### src/rtl/czss_pkg.sv
`timescale 1ns / 1ps
// shared types and constants for the conveyor zone station sequencer
// no dependencies
package czss_pkg;

  localparam int unsigned PinW   = 8;
  localparam int unsigned DwellW = 8;
  localparam int unsigned LevelW = 12;
  localparam int unsigned CfgIdxW  = 3;
  localparam int unsigned CfgDataW = 12;
  localparam int unsigned InDataW  = 16;
  localparam int unsigned OutDataW = 32;

  localparam logic [LevelW-1:0] RunLevel = 12'd4095;

  typedef enum logic [2:0] {
    PH_RESET       = 3'd0,
    PH_WAIT_ENTER  = 3'd1,
    PH_WAIT_HOLD   = 3'd2,
    PH_OPERATION   = 3'd3,
    PH_WAIT_NEXT   = 3'd4,
    PH_WAIT_EXIT   = 3'd5
  } phase_e;

  typedef enum logic [1:0] {
    STEP_BEFORE = 2'd0,
    STEP_MIDDLE = 2'd1,
    STEP_AFTER  = 2'd2
  } step_e;

  typedef enum logic [CfgIdxW-1:0] {
    REG_ENTER_PIN    = 3'd0,
    REG_HOLD_PIN     = 3'd1,
    REG_EXIT_PIN     = 3'd2,
    REG_DWELL_BEFORE = 3'd3,
    REG_DWELL_MIDDLE = 3'd4,
    REG_DWELL_AFTER  = 3'd5,
    REG_FIRST_LEVEL  = 3'd6,
    REG_SECOND_LEVEL = 3'd7
  } reg_idx_e;

  // sensor flag bit positions
  localparam int unsigned FlagEnter = 0;
  localparam int unsigned FlagHold  = 1;
  localparam int unsigned FlagExit  = 2;

  typedef struct packed {
    logic [PinW-1:0]   enter_pin;
    logic [PinW-1:0]   hold_pin;
    logic [PinW-1:0]   exit_pin;
    logic [DwellW-1:0] dwell_before;
    logic [DwellW-1:0] dwell_middle;
    logic [DwellW-1:0] dwell_after;
    logic [LevelW-1:0] station_first_level;
    logic [LevelW-1:0] station_second_level;
  } cfg_t;

  // first member sits in the top bits, so occupied lands in bit 0
  typedef struct packed {
    phase_e            phase;
    logic [LevelW-1:0] station_level;
    logic [LevelW-1:0] conveyor_level;
    logic              occupied;
  } result_t;

  localparam int unsigned ResultW = $bits(result_t);

endpackage

### src/rtl/czss_cfg.sv
`timescale 1ns / 1ps
// configuration register file of the station sequencer
// depends on czss_pkg
module czss_cfg (
  input  logic                              clk_i,
  input  logic                              rst_ni,
  input  logic                              cfg_we_i,
  input  logic [czss_pkg::CfgIdxW-1:0]      cfg_idx_i,
  input  logic [czss_pkg::CfgDataW-1:0]     cfg_data_i,
  output czss_pkg::cfg_t                    cfg_o
);

  czss_pkg::cfg_t cfg_q, cfg_d;

  always_comb begin
    cfg_d = cfg_q;
    if (cfg_we_i) begin
      case (czss_pkg::reg_idx_e'(cfg_idx_i))
        czss_pkg::REG_ENTER_PIN:    cfg_d.enter_pin    = cfg_data_i[czss_pkg::PinW-1:0];
        czss_pkg::REG_HOLD_PIN:     cfg_d.hold_pin     = cfg_data_i[czss_pkg::PinW-1:0];
        czss_pkg::REG_EXIT_PIN:     cfg_d.exit_pin     = cfg_data_i[czss_pkg::PinW-1:0];
        czss_pkg::REG_DWELL_BEFORE: cfg_d.dwell_before = cfg_data_i[czss_pkg::DwellW-1:0];
        czss_pkg::REG_DWELL_MIDDLE: cfg_d.dwell_middle = cfg_data_i[czss_pkg::DwellW-1:0];
        czss_pkg::REG_DWELL_AFTER:  cfg_d.dwell_after  = cfg_data_i[czss_pkg::DwellW-1:0];
        czss_pkg::REG_FIRST_LEVEL:
          cfg_d.station_first_level = cfg_data_i[czss_pkg::LevelW-1:0];
        czss_pkg::REG_SECOND_LEVEL:
          cfg_d.station_second_level = cfg_data_i[czss_pkg::LevelW-1:0];
        default: cfg_d = cfg_q;
      endcase
    end
  end

  always_ff @(posedge clk_i or negedge rst_ni) begin
    if (!rst_ni) begin
      cfg_q.enter_pin            <= 8'd0;
      cfg_q.hold_pin             <= 8'd0;
      cfg_q.exit_pin             <= 8'd0;
      cfg_q.dwell_before         <= 8'd10;
      cfg_q.dwell_middle         <= 8'd25;
      cfg_q.dwell_after          <= 8'd10;
      cfg_q.station_first_level  <= 12'd100;
      cfg_q.station_second_level <= 12'd200;
    end else begin
      cfg_q <= cfg_d;
    end
  end

  assign cfg_o = cfg_q;

endmodule

### src/rtl/czss_core.sv
`timescale 1ns / 1ps
// zone phase machine, sensor flags, dwell counter and drive registers
// depends on czss_pkg
module czss_core (
  input  logic                           clk_i,
  input  logic                           rst_ni,
  input  logic                           accept_i,
  input  logic                           is_event_i,
  input  logic [czss_pkg::PinW-1:0]      pin_i,
  input  logic                           level_i,
  input  logic                           next_zone_busy_i,
  input  czss_pkg::cfg_t                 cfg_i,
  output czss_pkg::result_t              result_o
);

  czss_pkg::phase_e             phase_q, phase_d;
  czss_pkg::step_e              step_q, step_d;
  logic [2:0]                   flags_q, flags_d;
  logic                         occupied_q, occupied_d;
  logic [czss_pkg::DwellW-1:0]  count_q, count_d;
  logic                         run_q, run_d;
  logic [czss_pkg::LevelW-1:0]  station_q, station_d;

  logic                         is_tick;
  logic [czss_pkg::DwellW-1:0]  limit;
  logic [czss_pkg::DwellW-1:0]  count_inc;
  logic                         dwell_done;

  assign is_tick = accept_i && !is_event_i;

  // dwell limit for the current operation step; unused code runs the after dwell
  always_comb begin
    case (step_q)
      czss_pkg::STEP_BEFORE: limit = cfg_i.dwell_before;
      czss_pkg::STEP_MIDDLE: limit = cfg_i.dwell_middle;
      default:               limit = cfg_i.dwell_after;
    endcase
  end

  assign count_inc  = count_q + 8'd1;
  assign dwell_done = (count_inc >= limit);

  // next phase
  always_comb begin
    phase_d = phase_q;
    if (is_tick) begin
      case (phase_q)
        czss_pkg::PH_WAIT_ENTER:
          if (flags_q[czss_pkg::FlagEnter]) phase_d = czss_pkg::PH_WAIT_HOLD;
        czss_pkg::PH_WAIT_HOLD:
          if (flags_q[czss_pkg::FlagHold]) phase_d = czss_pkg::PH_OPERATION;
        czss_pkg::PH_OPERATION:
          if (dwell_done && step_q != czss_pkg::STEP_BEFORE &&
              step_q != czss_pkg::STEP_MIDDLE) begin
            phase_d = czss_pkg::PH_WAIT_NEXT;
          end
        czss_pkg::PH_WAIT_NEXT:
          if (!next_zone_busy_i) phase_d = czss_pkg::PH_WAIT_EXIT;
        czss_pkg::PH_WAIT_EXIT:
          if (flags_q[czss_pkg::FlagExit]) phase_d = czss_pkg::PH_RESET;
        default: phase_d = czss_pkg::PH_WAIT_ENTER;
      endcase
    end
  end

  // flags, occupancy, dwell and drive updates
  always_comb begin
    flags_d    = flags_q;
    occupied_d = occupied_q;
    step_d     = step_q;
    count_d    = count_q;
    run_d      = run_q;
    station_d  = station_q;
    if (accept_i && is_event_i) begin
      // first matching pin wins
      if (!level_i) begin
        if (pin_i == cfg_i.enter_pin) begin
          flags_d[czss_pkg::FlagEnter] = 1'b1;
        end else if (pin_i == cfg_i.hold_pin) begin
          flags_d[czss_pkg::FlagHold] = 1'b1;
        end else if (pin_i == cfg_i.exit_pin) begin
          flags_d[czss_pkg::FlagExit] = 1'b1;
        end
      end
    end else if (is_tick) begin
      case (phase_q)
        czss_pkg::PH_WAIT_ENTER:
          if (flags_q[czss_pkg::FlagEnter]) begin
            run_d      = 1'b1;
            occupied_d = 1'b1;
          end
        czss_pkg::PH_WAIT_HOLD:
          if (flags_q[czss_pkg::FlagHold]) begin
            run_d   = 1'b0;
            step_d  = czss_pkg::STEP_BEFORE;
            count_d = '0;
          end
        czss_pkg::PH_OPERATION: begin
          count_d = count_inc;
          if (dwell_done) begin
            count_d = '0;
            case (step_q)
              czss_pkg::STEP_BEFORE: begin
                station_d = cfg_i.station_first_level;
                step_d    = czss_pkg::STEP_MIDDLE;
              end
              czss_pkg::STEP_MIDDLE: begin
                station_d = cfg_i.station_second_level;
                step_d    = czss_pkg::STEP_AFTER;
              end
              default: step_d = czss_pkg::STEP_BEFORE;
            endcase
          end
        end
        czss_pkg::PH_WAIT_NEXT:
          if (!next_zone_busy_i) run_d = 1'b1;
        czss_pkg::PH_WAIT_EXIT:
          if (flags_q[czss_pkg::FlagExit]) run_d = 1'b0;
        default: begin
          flags_d    = '0;
          occupied_d = 1'b0;
        end
      endcase
    end
  end

  always_ff @(posedge clk_i or negedge rst_ni) begin
    if (!rst_ni) begin
      phase_q    <= czss_pkg::PH_RESET;
      step_q     <= czss_pkg::STEP_BEFORE;
      flags_q    <= '0;
      occupied_q <= 1'b1;
      count_q    <= '0;
      run_q      <= 1'b0;
      station_q  <= '0;
    end else begin
      phase_q    <= phase_d;
      step_q     <= step_d;
      flags_q    <= flags_d;
      occupied_q <= occupied_d;
      count_q    <= count_d;
      run_q      <= run_d;
      station_q  <= station_d;
    end
  end

  // result reports the state after this item's update
  always_comb begin
    result_o.phase          = phase_d;
    result_o.station_level  = station_d;
    result_o.conveyor_level = run_d ? czss_pkg::RunLevel : '0;
    result_o.occupied       = occupied_d;
  end

endmodule

### src/rtl/czss_obuf.sv
`timescale 1ns / 1ps
// two-entry output buffer: result register plus skid register
// depends on czss_pkg
module czss_obuf (
  input  logic                clk_i,
  input  logic                rst_ni,
  input  logic                push_i,
  input  czss_pkg::result_t   data_i,
  output logic                ready_o,
  output logic                valid_o,
  input  logic                take_i,
  output czss_pkg::result_t   data_o
);

  logic              out_valid_q, out_valid_d;
  logic              skid_valid_q, skid_valid_d;
  czss_pkg::result_t out_q, out_d;
  czss_pkg::result_t skid_q, skid_d;
  logic              drain;

  assign ready_o = !skid_valid_q;
  assign drain   = out_valid_q && take_i;

  always_comb begin
    out_valid_d  = out_valid_q;
    skid_valid_d = skid_valid_q;
    out_d        = out_q;
    skid_d       = skid_q;
    if (skid_valid_q) begin
      // no push possible while the skid holds a result
      if (drain) begin
        out_d        = skid_q;
        skid_valid_d = 1'b0;
      end
    end else if (push_i) begin
      if (!out_valid_q || drain) begin
        out_d       = data_i;
        out_valid_d = 1'b1;
      end else begin
        skid_d       = data_i;
        skid_valid_d = 1'b1;
      end
    end else if (drain) begin
      out_valid_d = 1'b0;
    end
  end

  always_ff @(posedge clk_i or negedge rst_ni) begin
    if (!rst_ni) begin
      out_valid_q  <= 1'b0;
      skid_valid_q <= 1'b0;
    end else begin
      out_valid_q  <= out_valid_d;
      skid_valid_q <= skid_valid_d;
    end
  end

  always_ff @(posedge clk_i) begin
    out_q  <= out_d;
    skid_q <= skid_d;
  end

  assign valid_o = out_valid_q;
  assign data_o  = out_q;

endmodule

### src/rtl/conveyor_zone_station_sequencer.sv
`timescale 1ns / 1ps
// top level of the conveyor zone station sequencer
// depends on czss_pkg, czss_cfg, czss_core, czss_obuf
//
// channel      direction  width  contents
// s_axis       in         16+1   tick or pin event (tuser: operation)
// m_axis       out        32     occupancy, drive levels, phase
// cfg          in         3+12   register index and write data
//
// one item per cycle while s_axis_tready is high; its result appears in the
// output register on the next cycle unless the output stalls; the state update
// and result are combinational between the core registers and the output register
// a stalled output parks one result in the skid register and drops s_axis_tready
// for as long as the skid is full
// reset clears the phase machine to the reset phase with the zone marked occupied
module conveyor_zone_station_sequencer (
  input  logic                            clk_i,
  input  logic                            rst_ni,
  input  logic                            s_axis_tvalid,
  output logic                            s_axis_tready,
  // [7:0] pin, [8] level, [9] next_zone_busy, [15:10] zero
  input  logic [czss_pkg::InDataW-1:0]    s_axis_tdata,
  // [0] operation
  input  logic                            s_axis_tuser,
  output logic                            m_axis_tvalid,
  input  logic                            m_axis_tready,
  // [0] occupied, [12:1] conveyor_level, [24:13] station_level, [27:25] phase,
  // [31:28] zero
  output logic [czss_pkg::OutDataW-1:0]   m_axis_tdata,
  input  logic                            cfg_we_i,
  input  logic [czss_pkg::CfgIdxW-1:0]    cfg_idx_i,
  input  logic [czss_pkg::CfgDataW-1:0]   cfg_data_i
);

  czss_pkg::cfg_t    cfg;
  czss_pkg::result_t result;
  czss_pkg::result_t out_result;
  logic              in_ready;
  logic              in_xfer;

  assign s_axis_tready = in_ready;
  assign in_xfer       = s_axis_tvalid && in_ready;

  czss_cfg u_cfg (
    .clk_i      (clk_i),
    .rst_ni     (rst_ni),
    .cfg_we_i   (cfg_we_i),
    .cfg_idx_i  (cfg_idx_i),
    .cfg_data_i (cfg_data_i),
    .cfg_o      (cfg)
  );

  czss_core u_core (
    .clk_i            (clk_i),
    .rst_ni           (rst_ni),
    .accept_i         (in_xfer),
    .is_event_i       (s_axis_tuser),
    .pin_i            (s_axis_tdata[7:0]),
    .level_i          (s_axis_tdata[8]),
    .next_zone_busy_i (s_axis_tdata[9]),
    .cfg_i            (cfg),
    .result_o         (result)
  );

  czss_obuf u_obuf (
    .clk_i   (clk_i),
    .rst_ni  (rst_ni),
    .push_i  (in_xfer),
    .data_i  (result),
    .ready_o (in_ready),
    .valid_o (m_axis_tvalid),
    .take_i  (m_axis_tready),
    .data_o  (out_result)
  );

  assign m_axis_tdata = {{(czss_pkg::OutDataW - czss_pkg::ResultW){1'b0}}, out_result};

endmodule

### config.mk
export PLATFORM = sky130hd
export DESIGN_NAME = conveyor_zone_station_sequencer
export DESIGN_NICKNAME = d
export VERILOG_FILES = /design/src/rtl/czss_pkg.sv /design/src/rtl/czss_cfg.sv /design/src/rtl/czss_core.sv /design/src/rtl/czss_obuf.sv /design/src/rtl/conveyor_zone_station_sequencer.sv
export SDC_FILE = /design/constraint.sdc
export NUM_CORES = 1
export LEC_CHECK = 0
export BUFFER_PORTS_ARGS = -buffer_cell sky130_fd_sc_hd__buf_4
export CAP_MARGIN = 30
export CORE_MARGIN = 5
export CORE_UTILIZATION = 28
export CTS_BUF_LIST = sky130_fd_sc_hd__clkbuf_2
export CTS_CLUSTER_SIZE = 24
export DETAILED_ROUTE_END_ITERATION = 16
export PLACE_DENSITY = 0.53
export REMOVE_ABC_BUFFERS = 1
export SLEW_MARGIN = 20
export SYNTH_ARGS = -nofsm -noshare
export SYNTH_HDL_FRONTEND = slang
export SYNTH_SLANG_ARGS = --single-unit
### constraint.sdc
create_clock -name clk_i -period 3.9 [get_ports clk_i]
set_input_delay 0.585 -clock clk_i [delete_from_list [all_inputs] [get_ports clk_i]]
set_output_delay 0.585 -clock clk_i [all_outputs]
set_load 0.01 [all_outputs]
== Yosys cells after proc, flatten, opt, wreduce, memory -nomap -nowiden ==
Cells that the tools add are included.

* Register bits: 160
* Bits of input ports: 37
* Output and inout port bits: 34
* Logic and storage cells: 148

* Add/subtract/negate cells: 1
* Order comparisons: 1
* Equality and inequality tests: 28
* Mux-type cells: 52
* Bitwise logic cells: 3
* Reduce and logical (&&, ||, !) cells: 36

{| class="wikitable"
|+ Operator list
! kind !! count
|-
| 28-bit 2-to-1 mux || 4
|-
| 12-bit 2-to-1 mux || 5
|-
| 8-bit case mux with 2 select lines || 2
|-
| 3-bit 2-to-1 mux || 10
|-
| 8-bit equality test || 3
|-
| 12-bit case mux with 2 select lines || 1
|-
| 1-bit 2-to-1 mux || 20
|-
| 3-bit equality test, second input constant || 6
|-
| 8-bit 2-to-1 mux || 2
|-
| 2-bit AND reduction || 8
|-
| 3-bit case mux with 5 select lines || 1
|-
| 2-bit inequality test, second input constant || 7
|-
| 3-bit by 2-bit equality test with 1-bit output, second input constant || 4
|-
| 2-bit nonzero test || 6
|-
| 2-bit by 1-bit inequality test with 1-bit output, second input constant || 5
|-
| 5-bit AND reduction || 2
|-
| 3-bit AND reduction || 3
|-
| 8-bit by 1-bit adder with 8-bit output, second input constant || 1
|-
| 8-bit greater-or-equal comparator || 1
|-
| 2-bit case mux with 2 select lines || 2
|-
| 4-bit AND reduction || 2
|-
| 3-bit by 1-bit equality test with 1-bit output, second input constant || 2
|-
| 1-bit logical AND || 6
|-
| 2-bit 2-to-1 mux || 3
|-
| other kinds (11) || 15
|}

== Longest topological paths before layout ==
* Depth in word-level cells: 11
* Mapped depth: 13
* Mapped depth without buffers: 11

== By module ==
A second synthesis with hierarchy kept.

* Cell total of the unflattened synthesis: 519
* Area, all modules: 7462.2 sq um

{| class="wikitable"
|+ Modules (own cells, without submodules)
! module !! instances !! cells an instance !! area an instance (sq um) !! sequential area each (sq um)
|-
| czss_cfg || 1 || 161 || 2788.9 || 1818.0
|-
| czss_core || 1 || 253 || 2371.0 || 752.0
|-
| czss_obuf || 1 || 99 || 2262.2 || 1731.7
|-
| conveyor_zone_station_sequencer || 1 || 6 || 40.0 || 0.0
|}

== Worst setup path after synthesis ==
No wires, ideal clock.

* Path kind: register to register
* Start: register u_core.step_q[0]
* End: register u_obuf.skid_q[19] in the netlist's numbering (data pin)
* Setup time: 266 ps
* Arrival time: 2607 ps
* Data required time: 3634 ps
* Setup slack: 1027 ps
* Stages on the path, launching flop included: 12
* Path buffers: 3
* Path through: dfrtp_1 buf_1 mux2i_1 o21ai_0 ha_1 nand2b_1 a2111o_1 nand4_2 and2_1 buf_2 buf_2 a21oi_1

{| class="wikitable"
|+ RTL lines
! item !! line !! source
|-
| from (decl) || czss_core.sv:17 || <nowiki>czss_pkg::step_e step_q, step_d;</nowiki>
|-
| from (signal assigned) || czss_core.sv:130 || <nowiki>step_q <= czss_pkg::STEP_BEFORE;</nowiki>
|-
| from (signal assigned) || czss_core.sv:138 || <nowiki>step_q <= step_d;</nowiki>
|-
| to (signal assigned) || czss_obuf.sv:60 || <nowiki>skid_q <= skid_d;</nowiki>
|-
| to (decl) || czss_obuf.sv:18 || <nowiki>czss_pkg::result_t skid_q, skid_d;</nowiki>
|}

==> qor.csv <==
stage,metric,value,unit
setup_path,critical path type,register to register,
cts,TritonCTS buffer count,17,
cts,worst-skew pair later-pin latency,0.70,ns
sta,fin crit share,0.8470,
global_route,Tot GR Track Use,0.1107,
setup_path,cell mode on critical path,ha_1,
finish,nets,631,
sta,Final setup viols,0,
power,clock network fraction of total power,0.220,
job,Max-Cap Viols,0,
yosys,"EDFF count, synth",34,
sta,final hold viol count,0,
placed_design,pre-CTS setup slack,0.6035,ns
cts,clk buf depth,2,
power,internal power,3.050,mW
finish,number of diodes,0,
die,# IOs,71,
sta,max-slew violation count,0,
cts,clock-pin slew on the worst setup and hold paths,0.20,ns
finish,Area growth syn-to-layout,16.19,%
setup_path,"critical path fanouts, max",20,
drt,initial DRC count,177,
die,die width,163.3,um
sta,RSZ-0062 raised after global routing,false,
global_route,pin count of the biggest net entering global routing,69,
power,register share of total power,0.467,
drt,drt pass-1 iters,5,
yosys,Main synth FF type,dfrtp_1,
setup_path,Required @ worst endpoint,4.43,ns
die,die area,26680,um2
setup_path,CP startpoint kind,register,
setup_path,Critical Path AT,3.84,ns
finish,layout cells sized above 1,0.3735,
power,Sw Pwr,1.537,mW
power,Static Leak,3.156,nW
sta,hold slack final,0.1304,ns
setup_path,Worst Setup End Kind,register,
cts,clk sink count,138,
sta,Highest Clock Rate,302.7,MHz
sta,total negative setup slack,0,ns
global_route,GRT overflow,0,
yosys,synthesized area per cell,12.51,um2
finish,"non-filler cells, final",916,
yosys,"Async S/R FF share, synth",0.7536,
cts,total setup buffers inserted after CTS,0,
die,std cell rows,56,
yosys,synth unique cells,57,
yosys,Post-Syn Area,6583,um2
die,Die Y,163.3,um
sta,"Worst Setup Slack, final",0.5968,ns
power,Gate power share,0.313,
cts,CTS tree,yes,
drt,# DRC,0,
setup_path,crit path max-delay cell type,dfrtp_1,
yosys,"Seq/Total Area, Yosys",0.5531,
setup_path,"Buf+Inv Stages, Crit Path",2,
placed_design,placed cells,882,
sta,Final min period,3.303,ns
power,Worst VDD drop,0.2319,mV
placed_design,HPWL Detailed,9978,um
finish,"most common cell after layout, fill and taps aside",dfrtp_1,
yosys,Syn Inst Count,526,
sta,clk_skew,0.03552,ns
drt,via count,4166,
cts,CTS root buf,clkbuf_2,
yosys,synth warn,0,
sta,worst slew pin tran,1.090,ns
global_route,antenna violations before repair,0,
power,pwr/cell area,599.7,nW/um2
cts,H-tree depth,4,
yosys,Synth Register Bits,138,
setup_path,Top Family by Delay on Critical Path,simple AND/OR/NAND/NOR gates,
placed_design,Port Buf Inserts,60,
global_route,number of global-route vias before repair,4380,
drt,WL final,14000,um
setup_path,CP peak stage delay,0.48,ns
placed_design,Placer Congestion,0.7756,
finish,"commonest non-fill, non-tap cells in the layout","90 x dfrtp_1, 87 x mux2_2, 69 x buf_4, 46 x a21oi_1, 34 x edfxtp_1",
power,switching part of the total power,0.3351,
setup_path,"Cell Chain, Critical Path","ha_1, nand3_1, nor2_1, xnor2_1, inv_1, ha_1, nand4_1, a21oi_2, nand4_2, and2_1, buf_4, a311oi_1",
drt,remaining antenna violation count after routing,0,
die,starting density of the core,0.2821,
drt,Routed WL per cell,15.28,um
min_path,Hold Path Class,input port to register,
die,Core Area,23330,um2
status,status,completed,
drt,Vias per Instance,4.548,
sta,Relative slew margins,0.2666,
global_route,first-pass GRT wire length,23060,um
-- power groups by stage --
stage               Clock [mW]  Sequential [mW]  Combinational, mW
global route              1.12             2.20               1.61
detailed placement           0             2.17               1.45
CTS                       1.05             2.14               1.46
global placement             0             2.16               1.42
finish                    1.01             2.14               1.44
floorplan                    0             2.18              0.904
-- metrics by stage --
| step | util | total power [mW] | cell area (um2) |
|---|---|---|---|
| floorplan | - | 3.080 | 6392 |
| global placement | 0.3135 | 3.573 | 7315 |
| detailed placement | 0.3135 | 3.624 | 7315 |
| CTS | 0.3270 | 4.650 | 7629 |
| global route | 0.3278 | 4.925 | 7649 |
| finish | 0.3278 | 4.587 | 7649 |
-- worst paths after layout --
| check | endpoint | start | slack, ns | cells past startpoint |
|---|---|---|---|---|
| hold / removal | u_cfg.cfg_o[21] | cfg_data_i[9] | 0.13 | 2 |
| max in group asynchronous | u_obuf.skid_valid_q | rst_ni | 2.69 | 4 |
| setup / recovery | u_obuf.data_o[13] | u_core.count_q[0] | 0.60 | 12 |
| min in group asynchronous | u_cfg.cfg_o[68] | rst_ni | 0.36 | 2 |
| setup reg to reg | u_obuf.data_o[13] | u_core.count_q[0] | 0.60 | 12 |
| hold reg to reg | u_cfg.cfg_o[12] | u_cfg.cfg_o[12] | 0.52 | 1 |
-- cell type report --
class	instances	area [um2]
inverters	25	93.84
clock inverters	12	198.9
fillers	2339	15680
well taps	319	399.1
repair buffers	72	558.0
multi-input cells	331	2663
clock buffers	19	95.09
flip-flops and latches	138	3641
-- kinds of logic (layout without fill, tap and decap cells) --
family / Yosys count / count (layout) / synth area share
muxes: 95 / 95 / 0.1610
buffers and inverters: 60 / 128 / 0.04486
xor gates and xnor gates: 30 / 30 / 0.03992
other: 1 / 4 / 0.0005697
AOI/OAI and AO/OA: 101 / 101 / 0.1023
and+or+nand+nor: 92 / 92 / 0.08116
adders and majority gates: 9 / 9 / 0.01711
DFF: 138 / 138 / 0.5531
-- sequential cells by signal, summed over array words and instances, names as in the netlist --
signal and flops:
u_obuf.skid_valid_q 1, u_core.count_q 8, u_obuf.data_o 17, u_core.occupied_q 1, u_core.step_q 2, u_core.flags_q 3
u_core.station_q 12, u_core.run_q 1, u_core.phase_q 3, u_obuf.valid_o 1, u_cfg.cfg_o 72, u_obuf.skid_q 17
-- per-layer routing --
| layer | vias to the layer above | GRT usage | part of all wire |
|---|---|---|---|
| met5 | - | 0 | 0 |
| met4 | 0 | 0.02783 | 0.0084 |
| met3 | 10 | 0.03356 | 0.061 |
| met2 | 88 | 0.1696 | 0.45 |
| met1 | 2065 | 0.1537 | 0.48 |
| li1 | 2003 | - | - |
-- timing repair --
item                      4_1_cts  5_1_grt
gates resized for setup         0        0
hold buffers                    2        0
hold endpoints to repair       57        0
-- Yosys cell counts (2+ instances only) --
cell type / count / area (um2)
nor2_1: 30 / 112.6
a311oi_1: 6 / 52.55
dfstp_2: 14 / 367.9
nor2b_1: 3 / 18.77
nor4_1: 4 / 25.02
nor3b_2: 2 / 25.02
o31ai_1: 2 / 15.01
buf_4: 15 / 112.6
a22oi_1: 2 / 15.01
o21ai_0: 12 / 60.06
xnor2_1: 11 / 96.34
ha_1: 9 / 112.6
o31ai_2: 2 / 25.02
a31oi_1: 4 / 25.02
buf_2: 5 / 25.02
nor3_2: 3 / 30.03
nand4_1: 5 / 31.28
o21ai_1: 8 / 40.04
nor3b_1: 3 / 22.52
nand4b_1: 3 / 26.28
edfxtp_1: 34 / 1021
nand3_1: 4 / 20.02
mux2_2: 87 / 979.7
inv_1: 24 / 90.09
xor2_1: 19 / 166.4
nand2b_1: 4 / 25.02
o21a_1: 2 / 15.01
a21o_1: 3 / 22.52
mux2i_1: 8 / 80.08
buf_1: 4 / 15.01
nand2_1: 20 / 75.07
a311oi_2: 6 / 90.09
clkbuf_1: 10 / 37.54
dfrtp_1: 90 / 2252
a21oi_1: 46 / 230.2
(Power assumes the default switching activity.)
